$ cat config.mk
export PLATFORM = sky130hd
export DESIGN_NAME = multi_pool_session_slot_allocator
export DESIGN_NICKNAME = d
export VERILOG_FILES = /design/src/rtl/core/mpssa_pkg.sv /design/src/rtl/core/multi_pool_session_slot_allocator.sv /design/src/rtl/core/mpssa_ram.sv
export SDC_FILE = /design/constraint.sdc
export NUM_CORES = 1
export LEC_CHECK = 0
export BUFFER_PORTS_ARGS = -buffer_cell sky130_fd_sc_hd__buf_4
export CORE_MARGIN = 2
export CORE_UTILIZATION = 55
export CTS_BUF_LIST = sky130_fd_sc_hd__clkbuf_8
export DETAILED_ROUTE_END_ITERATION = 16
export PLACE_DENSITY = 0.71
export SLEW_MARGIN = 5
export SYNTH_ARGS = -nofsm -noshare
export SYNTH_HDL_FRONTEND = slang
export SYNTH_HIERARCHICAL = 1
export SYNTH_SLANG_ARGS = --single-unit
$ cat constraint.sdc
create_clock -name clk -period 9.55 [get_ports clk]
set_input_delay 1.4325 -clock clk [delete_from_list [all_inputs] [get_ports clk]]
set_output_delay 1.4325 -clock clk [all_outputs]
set_load 0.03 [all_outputs]
$ cat src/rtl/core/mpssa_pkg.sv
// shared constants and codes of the multi-pool session slot allocator
package mpssa_pkg;

    localparam int CHANNELS     = 16;
    localparam int SLOTS        = 16;
    localparam int VIDEO_POOLS  = 3;
    localparam int VIDEO_DEPTH  = VIDEO_POOLS * CHANNELS;
    localparam int VADDR_W      = $clog2(VIDEO_DEPTH);
    localparam int SLOT_W       = $clog2(SLOTS);
    localparam int COUNT_W      = 10;

    // request function
    localparam logic FUNC_ALLOC = 1'b0;
    localparam logic FUNC_FREE  = 1'b1;

    // stream types
    localparam logic [2:0] TYPE_FULL    = 3'd0;
    localparam logic [2:0] TYPE_QUARTER = 3'd1;
    localparam logic [2:0] TYPE_720P    = 3'd2;
    localparam logic [2:0] TYPE_ALARM   = 3'd3;
    localparam logic [2:0] TYPE_RECORD  = 3'd4;

    // result status
    localparam logic [2:0] ST_OK          = 3'd0;
    localparam logic [2:0] ST_BAD_CHANNEL = 3'd1;
    localparam logic [2:0] ST_FULL        = 3'd2;
    localparam logic [2:0] ST_BAD_SLOT    = 3'd3;
    localparam logic [2:0] ST_NO_POOL     = 3'd4;

    typedef logic [SLOTS-1:0] slot_map_t;

endpackage

$ cat src/rtl/core/multi_pool_session_slot_allocator.sv
// top level of the multi-pool session slot allocator
//
// Grants and frees session slots, one request per cycle unless stalled. Each
// channel owns three video pools (full, quarter and 720p resolution) kept as
// used-bitmaps in a small ram, and all channels share one record pool held in
// a register. An allocate returns the lowest free slot (video pools never give
// slot 0, which is reserved) and marks it used; a free checks the slot range
// and clears the bit, even if it was already clear. The busy count saturates
// at 0 and at 1023. Errors: bad channel is checked first for every type, then
// alarm or unknown type, then pool full or bad slot; on any error nothing
// changes and slot_out is 0. Timing: a request is taken into the input stage
// while the ram reads its bitmap; from there the priority encoder and bitmap
// update run and the result lands in the output register, and a new request
// is accepted every cycle while m_tready stays high. A result waiting in the
// output register still lets an empty input stage take one word; once both
// hold a word, s_tready stays low until the result is taken.
// The read-modify-write of the bitmap ram has a bypass register covering
// a request that reads the entry written at the same edge.
// There is no clearing pass after reset: per-entry valid bits make untouched
// bitmaps read as all free.
module multi_pool_session_slot_allocator (
    input  logic        clk,
    input  logic        rst_n,
    input  logic        s_tvalid,
    output logic        s_tready,
    input  logic [15:0] s_tdata,   // channel [7:0], slot_in [15:8]
    input  logic [3:0]  s_tuser,   // func [0], stream_type [3:1]
    output logic        m_tvalid,
    input  logic        m_tready,
    output logic [23:0] m_tdata    // slot_out [7:0], status [10:8], busy_count [20:11], zero
);

    // input fields
    logic       in_func;
    logic [7:0] in_channel;
    logic [2:0] in_type;
    logic [7:0] in_slot;
    logic       in_accept;
    logic       in_chan_ok;
    logic       in_video;
    logic       in_record;
    logic [mpssa_pkg::VADDR_W-1:0] in_vaddr;

    assign in_func    = s_tuser[0];
    assign in_type    = s_tuser[3:1];
    assign in_channel = s_tdata[7:0];
    assign in_slot    = s_tdata[15:8];

    // input stage
    logic       s_valid_reg;
    logic       s_func_reg;
    logic       s_chan_ok_reg;
    logic       s_video_reg;
    logic       s_record_reg;
    logic [7:0] s_slot_reg;
    logic [mpssa_pkg::VADDR_W-1:0] s_vaddr_reg;
    logic       s_entry_valid_reg;
    logic       s_hit_reg;
    mpssa_pkg::slot_map_t fwd_map_reg;

    // state
    logic [mpssa_pkg::VIDEO_DEPTH-1:0]  video_valid_reg;
    mpssa_pkg::slot_map_t               record_map_reg;
    logic [mpssa_pkg::COUNT_W-1:0]      count_reg;
    logic [mpssa_pkg::COUNT_W-1:0]      count_next;

    // output register
    logic       o_valid_reg;
    logic [7:0] o_slot_reg;
    logic [2:0] o_status_reg;
    logic [mpssa_pkg::COUNT_W-1:0] o_count_reg;

    // compute
    logic                 fire;
    mpssa_pkg::slot_map_t ram_rdata;
    mpssa_pkg::slot_map_t video_map;
    mpssa_pkg::slot_map_t pool_map;
    mpssa_pkg::slot_map_t search_map;
    mpssa_pkg::slot_map_t map_next;
    logic                 found;
    logic [mpssa_pkg::SLOT_W-1:0] free_idx;
    logic [2:0]           status_next;
    logic [7:0]           slot_out_next;
    logic                 ram_we;

    assign fire      = s_valid_reg && (!o_valid_reg || m_tready);
    assign s_tready  = !s_valid_reg || fire;
    assign in_accept = s_tvalid && s_tready;

    assign in_chan_ok = in_channel < 8'(mpssa_pkg::CHANNELS);
    assign in_video   = in_type < mpssa_pkg::TYPE_ALARM;
    assign in_record  = in_type == mpssa_pkg::TYPE_RECORD;
    assign in_vaddr   = mpssa_pkg::VADDR_W'(in_type[1:0])
                        * mpssa_pkg::VADDR_W'(mpssa_pkg::CHANNELS)
                        + mpssa_pkg::VADDR_W'(in_channel);

    mpssa_ram #(
        .WIDTH (mpssa_pkg::SLOTS),
        .DEPTH (mpssa_pkg::VIDEO_DEPTH)
    ) u_video_ram (
        .clk   (clk),
        .we    (ram_we),
        .waddr (s_vaddr_reg),
        .wdata (map_next),
        .re    (in_accept && in_chan_ok && in_video),
        .raddr (in_vaddr),
        .rdata (ram_rdata)
    );

    // bitmap as seen by the request in the input stage
    always_comb
    begin
        if (s_hit_reg)
        begin
            video_map = fwd_map_reg;
        end
        else if (s_entry_valid_reg)
        begin
            video_map = ram_rdata;
        end
        else
        begin
            video_map = '0;
        end
    end

    assign pool_map   = s_video_reg ? video_map : record_map_reg;
    // reserved video slot 0 looks used to the search
    assign search_map = s_video_reg
                        ? (pool_map | mpssa_pkg::slot_map_t'(1)) : pool_map;

    // lowest clear bit
    always_comb
    begin
        found    = 1'b0;
        free_idx = '0;
        for (int i = mpssa_pkg::SLOTS - 1; i >= 0; i--)
        begin
            if (!search_map[i])
            begin
                found    = 1'b1;
                free_idx = mpssa_pkg::SLOT_W'(i);
            end
        end
    end

    always_comb
    begin
        status_next   = mpssa_pkg::ST_OK;
        slot_out_next = '0;
        map_next      = pool_map;
        count_next    = count_reg;
        priority if (!s_chan_ok_reg)
        begin
            status_next = mpssa_pkg::ST_BAD_CHANNEL;
        end
        else if (!s_video_reg && !s_record_reg)
        begin
            status_next = mpssa_pkg::ST_NO_POOL;
        end
        else if (s_func_reg == mpssa_pkg::FUNC_ALLOC)
        begin
            if (!found)
            begin
                status_next = mpssa_pkg::ST_FULL;
            end
            else
            begin
                map_next      = pool_map | (mpssa_pkg::slot_map_t'(1) << free_idx);
                slot_out_next = 8'(free_idx);
                if (count_reg != {mpssa_pkg::COUNT_W{1'b1}})
                begin
                    count_next = count_reg + mpssa_pkg::COUNT_W'(1);
                end
            end
        end
        else
        begin
            if (s_slot_reg >= 8'(mpssa_pkg::SLOTS))
            begin
                status_next = mpssa_pkg::ST_BAD_SLOT;
            end
            else
            begin
                map_next = pool_map
                           & ~(mpssa_pkg::slot_map_t'(1) << s_slot_reg[mpssa_pkg::SLOT_W-1:0]);
                if (count_reg != '0)
                begin
                    count_next = count_reg - mpssa_pkg::COUNT_W'(1);
                end
            end
        end
    end

    assign ram_we = fire && s_video_reg && s_chan_ok_reg
                    && (status_next == mpssa_pkg::ST_OK);

    // control state
    always_ff @(posedge clk or negedge rst_n)
    begin
        if (!rst_n)
        begin
            s_valid_reg     <= 1'b0;
            o_valid_reg     <= 1'b0;
            video_valid_reg <= '0;
            record_map_reg  <= '0;
            count_reg       <= '0;
        end
        else
        begin
            if (in_accept)
            begin
                s_valid_reg <= 1'b1;
            end
            else if (fire)
            begin
                s_valid_reg <= 1'b0;
            end

            if (fire)
            begin
                o_valid_reg <= 1'b1;
                count_reg   <= count_next;
                if (s_record_reg && s_chan_ok_reg && (status_next == mpssa_pkg::ST_OK))
                begin
                    record_map_reg <= map_next;
                end
            end
            else if (m_tready)
            begin
                o_valid_reg <= 1'b0;
            end

            if (ram_we)
            begin
                video_valid_reg[s_vaddr_reg] <= 1'b1;
            end
        end
    end

    // payload of the input stage, loaded with the ram read
    always_ff @(posedge clk)
    begin
        if (in_accept)
        begin
            s_func_reg        <= in_func;
            s_chan_ok_reg     <= in_chan_ok;
            s_video_reg       <= in_video;
            s_record_reg      <= in_record;
            s_slot_reg        <= in_slot;
            s_vaddr_reg       <= in_vaddr;
            s_entry_valid_reg <= video_valid_reg[in_vaddr];
            // ram reads the old entry when it is written at the same edge
            s_hit_reg         <= ram_we && (s_vaddr_reg == in_vaddr);
            fwd_map_reg       <= map_next;
        end
        if (fire)
        begin
            o_slot_reg   <= slot_out_next;
            o_status_reg <= status_next;
            o_count_reg  <= count_next;
        end
    end

    assign m_tvalid = o_valid_reg;
    assign m_tdata  = {3'b000, o_count_reg, o_status_reg, o_slot_reg};

endmodule

$ cat src/rtl/core/mpssa_ram.sv
// generic single-port-write, single-port-read ram with registered read
module mpssa_ram #(
    parameter int WIDTH = 16,
    parameter int DEPTH = 48
) (
    input  logic                     clk,
    input  logic                     we,
    input  logic [$clog2(DEPTH)-1:0] waddr,
    input  logic [WIDTH-1:0]         wdata,
    input  logic                     re,
    input  logic [$clog2(DEPTH)-1:0] raddr,
    output logic [WIDTH-1:0]         rdata
);

    logic [WIDTH-1:0] mem [DEPTH];

    always_ff @(posedge clk)
    begin
        if (we)
        begin
            mem[waddr] <= wdata;
        end
        if (re)
        begin
            rdata <= mem[raddr];
        end
    end

endmodule

# Word-level counts from Yosys, hierarchy flattened
# Memory sizes are Yosys's and may differ from the RTL's. A register that Yosys moved wholly into a read port is not among the register bits.
# Index checks and enable logic that the tools add are counted.
[word_totals] ramBits=768 regBits=133 latchBits=0 romBits=0 mem_count=1 output_inout_bits=26 elab_cells=127 inputBits=24
[op_classes] mux=63 div=0 n_eq_ne=3 n_bitwise=6 order_cmp=6 n_reduce_logical=25 shift=2 multipliers=0 add_sub_neg=3
[memory_table] name="u_video_ram.mem" depth=48 word_bits=16 rd=1 rd_ports_with_merged_regs=1 wr=1 line_no="mpssa_ram.sv:15" rtl="logic [WIDTH-1:0] mem [DEPTH];"
[ops] cell="two-way mux 16 bit" count=8
[ops] cell="two-way mux 10 bit" count=7
[ops] cell="two-way mux 4 bit" count=16
[ops] cell="bitwise OR 48 bit" count=1
[ops] cell="<< shifter 1 x 4 -> 16 bit, first input constant" count=2
[ops] cell="two-way mux 1 bit" count=25
[ops] cell="AND 16 bit" count=1
[ops] cell="NOT 16 bit" count=1
[ops] cell="bitwise OR 16 bit" count=1
[ops] cell="less-than comparator 6 x 7 -> 1 bit, second input constant" count=2
[ops] cell="logical AND 1 bit" count=12
[ops] cell="adder 10 x 1 -> 10 bit, second input constant" count=1
[ops] cell="inequality test 10 bit, second input constant" count=1
[ops] cell="nonzero test 10 bit" count=1
[ops] cell="subtractor 10 x 1 -> 10 bit, second input constant" count=1
[ops] cell="two-way mux 3 bit" count=3
[ops] cell="greater-or-equal comparator 8 x 5 -> 1 bit, second input constant" count=1
[ops] cell="less-than comparator 8 x 5 -> 1 bit, second input constant" count=1
[ops] cell="adder 6 bit" count=1
[ops] cell="binary-select mux 1 bit (select 6 bit)" count=1
[ops] cell="demux 1 bit (select 6 bit)" count=1
[ops] cell="equality test 6 bit" count=1
[ops] cell="greater-or-equal comparator 6 x 1 -> 1 bit, second input constant" count=1
[ops] cell="logical NOT 1 bit" count=4
[ops] cell="other kinds (10)" count=14

# Logic depth before layout (Yosys ltp)
# Gate-level depths: netlist of the first run.
[logic_depth] depth_word=27 mapped_depth=11 ltp_nobuf=9

# Cells and area by module
# The synthesis of the first run kept the hierarchy.
[by_module_without_submodules] mod="mpssa_ram" seq_area_each_um2=23542.6 area_each_um2=30460.5 n_inst=1 cells_each=1499
[by_module_without_submodules] mod="multi_pool_session_slot_allocator" seq_area_each_um2=3493.4 area_each_um2=6832.8 n_inst=1 cells_each=627

# Worst setup path before layout of the first run
# Ideal clock, no wire load.
[synth_timing] path_type="register -> register" from="register s_video_reg" to="register fwd_map_reg[13] (data pin)" synth_period_minus_slack_ns=4.439 t_required_ns=8.964 stages_incl_launch_ff=11 setup_time_ns=0.586 path_buffers=3 arrival_ns=3.853 setup_slack_ns=5.111 cell_sequence="edfxtp_1 -> buf_6 -> buf_2 -> buf_1 -> a21oi_1 -> nor3b_1 -> and2_1 -> nand3b_1 -> nor2_1 -> inv_1 -> o21ai_0"
[synth_via] elab_chain_len=23 word_cells_on_any_way=44 classes_between="1 x shift; 39 x mux; 2 x bitwise; 2 x reduce/logical"
[synth_rtl] item="from (decl)" line_no="multi_pool_session_slot_allocator.sv:53" rtl="logic s_video_reg;"
[synth_rtl] item="from (signal assigned)" line_no="multi_pool_session_slot_allocator.sv:248" rtl="s_video_reg <= in_video;"
[synth_rtl] item="two-way mux 16 bit" line_no="multi_pool_session_slot_allocator.sv:127" rtl="assign pool_map = s_video_reg ? video_map : record_map_reg;"
[synth_rtl] item="two-way mux 4 bit (16 in a row)" line_no="multi_pool_session_slot_allocator.sv:139" rtl="if (!search_map[i])"
[synth_rtl] item="<< shifter 1 x 4 -> 16 bit" line_no="multi_pool_session_slot_allocator.sv:169" rtl="map_next = pool_map | (mpssa_pkg::slot_map_t'(1) << free_idx);"
[synth_rtl] item="bitwise OR 16 bit" line_no="multi_pool_session_slot_allocator.sv:169"
[synth_rtl] item="two-way mux 16 bit" line_no="multi_pool_session_slot_allocator.sv:163" rtl="if (!found)"
[synth_rtl] item="two-way mux 16 bit" line_no="multi_pool_session_slot_allocator.sv:161" rtl="else if (s_func_reg == mpssa_pkg::FUNC_ALLOC)"
[synth_rtl] item="two-way mux 16 bit" line_no="multi_pool_session_slot_allocator.sv:157" rtl="else if (!s_video_reg && !s_record_reg)"
[synth_rtl] item="two-way mux 16 bit (*)" line_no="multi_pool_session_slot_allocator.sv:153" rtl="priority if (!s_chan_ok_reg)"
[synth_rtl] item="via map_next[13]" line_no="multi_pool_session_slot_allocator.sv:79" rtl="mpssa_pkg::slot_map_t map_next;"
[synth_rtl] item="to (signal assigned)" line_no="multi_pool_session_slot_allocator.sv:255" rtl="fwd_map_reg <= map_next;"
[synth_rtl] item="to (decl)" line_no="multi_pool_session_slot_allocator.sv:59" rtl="mpssa_pkg::slot_map_t fwd_map_reg;"
# The timed path passes the listed nets; every way through them passes the cells marked *.
# A chain may end at the register's enable or synchronous reset.

# Worst setup path in the final report of the first run
[layout_timing] from="register s_hit_reg" to="memory u_video_ram.mem[29][14], enable pin"
[layout_via] elab_chain_len=26 word_cells_on_any_way=27 classes_between="25 x mux; 2 x reduce/logical"
[layout_rtl] item="from (decl)" line_no="multi_pool_session_slot_allocator.sv:58" rtl="logic s_hit_reg;"
[layout_rtl] item="from (signal assigned)" line_no="multi_pool_session_slot_allocator.sv:254" rtl="s_hit_reg <= ram_we && (s_vaddr_reg == in_vaddr);"
[layout_rtl] item="two-way mux 16 bit (*)" line_no="multi_pool_session_slot_allocator.sv:113" rtl="if (s_hit_reg)"
[layout_rtl] item="two-way mux 16 bit (*)" line_no="multi_pool_session_slot_allocator.sv:127"
[layout_rtl] item="two-way mux 1 bit (15 in a row)" line_no="multi_pool_session_slot_allocator.sv:139"
[layout_rtl] item="two-way mux 1 bit (*)" line_no="multi_pool_session_slot_allocator.sv:139"
[layout_rtl] item="two-way mux 2 bit (*)" line_no="multi_pool_session_slot_allocator.sv:163"
[layout_rtl] item="two-way mux 3 bit (*)" line_no="multi_pool_session_slot_allocator.sv:161"
[layout_rtl] item="two-way mux 3 bit (*)" line_no="multi_pool_session_slot_allocator.sv:157"
[layout_rtl] item="two-way mux 3 bit (*)" line_no="multi_pool_session_slot_allocator.sv:153"
[layout_rtl] item="logical NOT 3 bit (*)" line_no="multi_pool_session_slot_allocator.sv:196" rtl="&& (status_next == mpssa_pkg::ST_OK);"
[layout_rtl] item="logical AND 1 bit (*)" line_no="multi_pool_session_slot_allocator.sv:196"
[layout_rtl] item="via ram_we" line_no="multi_pool_session_slot_allocator.sv:84" rtl="logic ram_we;"
[layout_rtl] item="two-way mux 1 bit (*)" line_no="mpssa_ram.sv:19" rtl="if (we)"
[layout_rtl] item="two-way mux 1 bit (implied by the code) (*)" line_no="mpssa_ram.sv:21" rtl="mem[waddr] <= wdata;"
[layout_rtl] item="to (decl)" line_no="mpssa_ram.sv:15"
# Marked as above.

==> run metrics, run 1 <==
outcome=complete, no violations; Slew Limit Fails=0; endpoints failing hold=0; sequential-to-total area share from yosys stat=72.50%; sw power=0.002108 W; Setup TNS=0 ns; Routed wire per std cell=between 20 and 30 um; clock latency on the worst-skew pair=0.80 ns; CP Launch Type=flop; asr flop ratio synth=8.324%; ANT nets after route=0; Synth Area per Inst=17.54 um^2; total clock sinks=913; Int Power=0.006396 W; Cells after Synth=2126; Post-route DRC=0; worst slew pin tran=around 1.3 ns; 1st-pass router iterations=5; clk_skew=0.03816 ns; number of synthesized flops with an enable pin=837; I/O pin count=50; number of flip-flops under the largest register name=768; RSZ-0062 raised after global routing=no; Port Buffer Count=42; Syn Std Cell Area=37290 um^2; layout cells sized above 1=19.53%; CTS tree=built; Reg power frac=54.4%; Critical Path RT=10.05 ns; Clk pin slew, worst setup/hold paths=0.06 ns; dominant synthesized flop cell=edfxtp_1; RD Place Congestion=0.8970; clock period minus worst slack=4.162 ns; Finish-stage setup viols=0; total of max-cap violations=0; Die ar.=69900 um^2; dpl cells=2995; first-pass GRT wire length=roughly 130000 um; Leakage=14.85 nW; Yosys reg bits=just over 900; r2r worst-path depth=10; post-synthesis cell type count=74; Synth warnings=6; final worst path period share=~44%; GRT overflow=0; worst min path class=flop to flop; largest net degree at the start of global routing=90; postcts setup bufs=0; dpl hpwl=between 50000 and 60000 um; hold depth=1; FMAX=240.3 MHz; layout net count=2297; vias in the first global route=between 20000 and 25000; initial antenna violation count=2; combinational share of power=9.4%; via density per instance=6.368; CTS Buffer Depth=3; crit path DAT=4.66 ns; Max VDD drop=0.1531 mV; clock power share=a little over a third; worst-path fanout max=32; pwr dens=205.4 nW/um^2; Die Y=between 200 and 300 um; row count=95; core box area=between 60000 and 70000 um^2; DRT iter0 DRCs=2391; Area Overhead vs Synth=11.00%; CTS resizes=0; Final Non-Filler Cells=3251; CTS buffer count=~150; root buffer cell=clkbuf_8; hold_buf cts=0; final WL=88710 um; gr usage total=25.63%; sw frac=24.79%; initial core utilization=a little under three fifths; number of H-tree levels=4; Setup crit end kind=flop; Die W=264.4 um; CP Class=flop to flop; via count=20700; Slew headroom=14.63%
-- power groups by stage --
stage | Clock, W | Sequential [W] | Combinational (W)
after global placement | 0 | 0.00471 | 0.000771
after floorplan | 0 | 0.00471 | 0.000497
after global routing | 0.00331 | 0.00464 | 0.000855
after CTS | 0.00313 | 0.00463 | 0.000794
after detailed placement | 0 | 0.00471 | 0.000793
final | 0.00308 | 0.00463 | 0.000799
-- synth_stat cells, types with 23 or more instances --
cell type	number	area, um^2
a21o_1	37	277.8
a21oi_1	46	230.2
a221oi_1	32	280.3
a22o_1	37	324.1
a22oi_1	64	480.5
buf_2	23	115.1
buf_4	25	187.7
clkbuf_1	47	176.4
dfrtp_1	76	1902
edfxtp_1	837	25130
mux2i_1	257	2572
mux4_2	95	2140
nand2_1	95	356.6
nand3_1	25	125.1
nor2_1	94	352.8
o21ai_0	25	125.1
-- critical path: stages (launching register included) --
cell	delay, ns
edfxtp_1	0.75
nand3b_1	0.36
a31oi_2	0.50
o2111ai_1	0.36
nor4_4	0.44
a21o_1	0.42
inv_2	0.22
nor2b_1	0.22
nand3_1	0.24
nor2_1	0.08
buf_4	0.26
-- layout make-up --
cell class              instances  area (um^2)
diodes                          2        5.005
clock buffers                 152         2092
clock inverters               102        554.3
fillers                      4743        25760
inverters                      17        63.81
multi-input cells            1071         9623
flip-flops and latches        913        27040
well taps                     873         1092
repair buffers                121        928.4
-- layer usage --
layer / wire length [um] / up-vias / global-route usage (%)
met2: 41810 / 1043 / 39.25
li1: - / 8855 / -
met4: 2518 / 0 / 9.567
met5: 0 / - / 0
met3: 7684 / 168 / 5.165
met1: 36700 / 10640 / 36.89
-- through the flow --
stage / total power [W] / utilization, % / setup WS (ns) / cell area [um^2] / hold slack, ns
CTS: 0.008556 / 61.63 / 5.469 / 41390 / 0.4529
global placement: 0.005476 / 57.69 / 4.688 / 38740 / 0.4318
detailed placement: 0.005502 / 57.69 / 4.688 / 38740 / 0.4395
finish: 0.008504 / 61.64 / 5.388 / 41390 / 0.4490
global route: 0.008798 / 61.63 / 5.201 / 41390 / 0.4671
floorplan: 0.005212 / - / 5.111 / 37320 / 0.4226
-- cell usage in the layout, fill, tap and decap left out, drive strengths merged, types with 8 or more instances in the layout --
cell type / Yosys / layout
a21o: 37 / 37
a21oi: 46 / 46
a221oi: 32 / 32
a22o: 37 / 37
a22oi: 64 / 64
a31o: 9 / 9
a31oi: 28 / 28
and2: 10 / 10
buf: 84 / 121
clkbuf: 47 / 152
clkinv: 0 / 41
dfrtp: 76 / 76
edfxtp: 837 / 837
inv: 17 / 71
mux2i: 257 / 257
mux4: 95 / 95
nand2: 95 / 95
nand2b: 17 / 17
nand3: 25 / 25
nand3b: 20 / 20
nor2: 95 / 95
nor2b: 8 / 8
nor3: 15 / 15
nor3b: 8 / 8
o211ai: 9 / 9
o21ai: 28 / 28
o22ai: 18 / 18
o41ai: 18 / 18
xnor2: 9 / 9
xor2: 9 / 9
-- cell families (layout without fill, tap and decap cells) --
group	count (synthesis)	after routing	share of synthesized area, %
xor+xnor	18	18	0.4228
fa+ha+maj	4	4	0.1342
mux	353	353	12.67
other cells	1	9	0.01006
flops	913	913	72.50
simple gates	329	329	4.412
buf+inv	148	392	2.261
compound gates	360	360	7.599
-- final timing paths --
| kind | startpoint | endpoint | slack [ns] |
|---|---|---|---|
| worst max-delay path | s_hit_reg$_DFFE_PP_ | u_video_ram/mem[29][14]$_DFFE_PP_ | 5.39 |
| worst min-delay path | video_valid_reg[41]$_DFFE_PN0P_ | video_valid_reg[41]$_DFFE_PN0P_ | 0.45 |
| worst max register to register | s_hit_reg$_DFFE_PP_ | u_video_ram/mem[29][14]$_DFFE_PP_ | 5.39 |
| worst min register to register | video_valid_reg[41]$_DFFE_PN0P_ | video_valid_reg[41]$_DFFE_PN0P_ | 0.45 |
| max in group asynchronous | rst_n | video_valid_reg[35]$_DFFE_PN0P_ | 8.02 |
| min in group asynchronous | rst_n | count_reg[8]$_DFFE_PN0P_ | 0.80 |
(Power assumes the default switching activity.)
==> run 2: changes to the inputs <==
Clock period 9.55 ns to 4 ns, I/O delays scaled along.
==> run 2 against run 1 <==
  * Critical path depth rose by 3
  * Total power rose by 140%
  * Global-route usage fell by 0.061 points
  * Worst hold slack got worse by 0.34 ns
  * Setup slack got worse by 5.1 ns
  * Cell count rose by 2.3%
  * Final area rose by 2.0%
  * Core utilization rose by 1.2 points
  * First-iteration DRC count fell by 4.8%
  * Routed wire length fell by 0.65%
  * Fmax rose by 13%
  * Critical path type unchanged
  * Critical endpoint is now u_video_ram/mem[17][11]$_DFFE_PP_
  * Largest cell class unchanged
==> run metrics, run 2 (synthesized netlist as in run 1, its figures left out) <==
outcome=complete, no violations; clock latency on the worst-skew pair=0.79 ns (about the same); worst-path fanout max=27 (-16%); GRT overflow=0 (unchanged); hold path startpoint=s_tdata[6]; Setup crit end kind=flop; Setup TNS=0 ns (unchanged); largest net degree at the start of global routing=77 (-14%); gr usage total=25.57% (-0.061 points); vias in the first global route=20440 (-0.21%); Filler Cell Count=4621 (-2.6%); row count=95 (unchanged); CTS Buffer Depth=3 (unchanged); clock power share=35.6% (-0.6 points); FMAX=270.8 MHz (+13%); endpoints failing hold=0 (unchanged); root buffer cell=clkbuf_8; pwr dens=484.1 nW/um^2 (+140%); DRT iter0 DRCs=2277 (-4.8%); 1st-pass router iterations=6 (+1); Reg power frac=54.1% (-0.3 points); total of max-cap violations=0 (unchanged); final worst path period share=92.31% (+49 points); layout net count=2369 (+3.1%); Int Power=0.01535 W (+140%); post-place setup slack=0.2920 ns (-4.396 ns); number of flip-flops under the largest register name=768 (unchanged); initial antenna violation count=2 (unchanged); sw frac=24.91% (+0.12 points); Design Power=0.02044 W (+140%); CTS tree=built; flip-flop and latch area=27040 um^2 (unchanged); Clk pin slew, worst setup/hold paths=0.06 ns (about the same); final WL=88140 um (-0.65%); RD Place Congestion=0.9495 (+5.9%); core box area=67160 um^2 (unchanged); Die Y=264.4 um (unchanged); Area after DPL=39460 um^2 (+1.9%); worst hold endpoint=s_chan_ok_reg$_DFFE_PP_; Die ar.=69900 um^2 (unchanged); Port Buffer Count=42 (unchanged); worst slew pin tran=1.048 ns (-0.2322 ns); Die W=264.4 um (unchanged); via count=20600 (-0.49%); I/O pin count=50 (unchanged); post-route cell area=42230 um^2 (+2.0%); layout cells sized above 1=21.63% (+2.1 points); CTS buffer count=143 (-1.4%); Max VDD drop=0.3432 mV (+120%); r2r setup slk=0.31 ns (-5.08 ns); initial core utilization=55.53% (unchanged); dpl hpwl=53730 um (+4.2%); hold depth=2 (+1); Post-route DRC=0 (unchanged); crit path DAT=4.20 ns (-0.46 ns); worst min path class=primary input to flop; Worst R2R End=u_video_ram/mem[17][11]$_DFFE_PP_; Critical Path RT=4.51 ns (-5.54 ns); CTS resizes=0 (unchanged); final setup margin=0.3074 ns (-5.080 ns); area of the multi-input gates=9625 um^2 (about the same); first-pass GRT wire length=130200 um (-0.93%); number of H-tree levels=4 (unchanged); Slew Limit Fails=0 (unchanged); Finish-stage setup viols=0 (unchanged); CP Class=flop to flop; RSZ-0062 raised after global routing=no; Slew headroom=30.11% (+15 points); ANT nets after route=0 (unchanged); most frequent cells in the layout=edfxtp_1 (837), mux2i_1 (257), buf_4 (162), clkbuf_8 (150); r2r worst-path depth=13 (+3); most common cell after layout, fill and taps aside=edfxtp_1; total clock sinks=913 (unchanged); clk_skew=0.03806 ns (-0.00009960 ns); via density per instance=6.196 (-2.7%); sw power=0.005092 W (+140%); clock period minus worst slack=3.693 ns (-0.4696 ns); Leakage=15.31 nW (+3.1%); Area Overhead vs Synth=13.24%; reg2reg start=s_hit_reg$_DFFE_PP_; combinational share of power=10.4% (+1.0 points); Routed wire per std cell=26.51 um (-2.9%); CP Launch Type=flop
-- run 2: changes by cell type in the layout (fill, tap and decap cells not counted), sizes merged --
| cell | delta |
|---|---|
| buf | +63 |
| clkinvlp | +1 |
| inv | +4 |
| dlygate4sd3 | +11 |
| clkinv | -3 |
| clkbuf | -2 |
-- run 2: how the worst max path moves through the flow --
stage | start | to | slack, ns
6_report | s_hit_reg$_DFFE_PP_ | u_video_ram/mem[17][11]$_DFFE_PP_ | 0.31
4_1_cts | s_hit_reg$_DFFE_PP_ | u_video_ram/mem[24][10]$_DFFE_PP_ | 0.26
2_1_floorplan | s_video_reg$_DFFE_PP_ | fwd_map_reg[7]$_DFFE_PP_ | 0.19
5_1_grt | s_hit_reg$_DFFE_PP_ | u_video_ram/mem[17][12]$_DFFE_PP_ | 0.04
3_3_place_gp | s_hit_reg$_DFFE_PP_ | u_video_ram/mem[25][3]$_DFFE_PP_ | 0.40
3_5_place_dp | s_hit_reg$_DFFE_PP_ | u_video_ram/mem[24][15]$_DFFE_PP_ | 0.29
-- run 2: power by group through the flow --
stage	logic [W]	clock network (W)	registers [W]
after floorplan	0.00119	0	0.0112
after global placement	0.00206	0	0.0112
after detailed placement	0.00212	0	0.0112
after CTS	0.00213	0.00743	0.0110
after global routing	0.00226	0.00783	0.0111
final	0.00212	0.00727	0.0111
-- run 2: through the flow --
stage	instances	hold WS [ns]	utilization [%]
2_1_floorplan	2132	0.3044	-
3_3_place_gp	3058	0.4325	58.76
3_5_place_dp	3058	0.4404	58.76
4_1_cts	3323	0.03749	62.87
5_1_grt	3324	0.07690	62.88
6_report	3325	0.1064	62.88
-- run 2: layer usage --
layer / part of all wire, % / track usage (%) / up-vias
met5: 0.015 / 0 / -
met4: 2.9 / 9.767 / 2
met3: 7.4 / 4.942 / 135
met2: 48 / 40.09 / 846
met1: 42 / 36.00 / 10630
li1: - / - / 8987
-- run 2: layout make-up --
class	instances	share of cell area [%]
Sequential cell	913	64.02
Antenna cell	2	0.01185
Inverter	17	0.1511
Timing Repair Buffer	195	4.172
Multi-Input combinational cell	1071	22.79
Clock inverter	104	1.375
Clock buffer	150	4.889
Tap cell	873	2.587
-- run 2: critical path: stages (launching register included) --
cell	delay, ns
edfxtp_1	0.77
buf_4	0.26
nand2_1	0.09
a31oi_4	0.25
nand4_2	0.27
nor4_4	0.35
a21o_1	0.35
inv_2	0.10
buf_4	0.19
nor4bb_1	0.13
buf_4	0.18
nand2b_1	0.16
nor2_1	0.07
buf_4	0.23
-- run 2: timing repair --
item,CTS,global route
hold buffers,11,0
endpoints found under the hold margin,54,0
endpoints found under the setup margin,0,0
buffers inserted,0,0
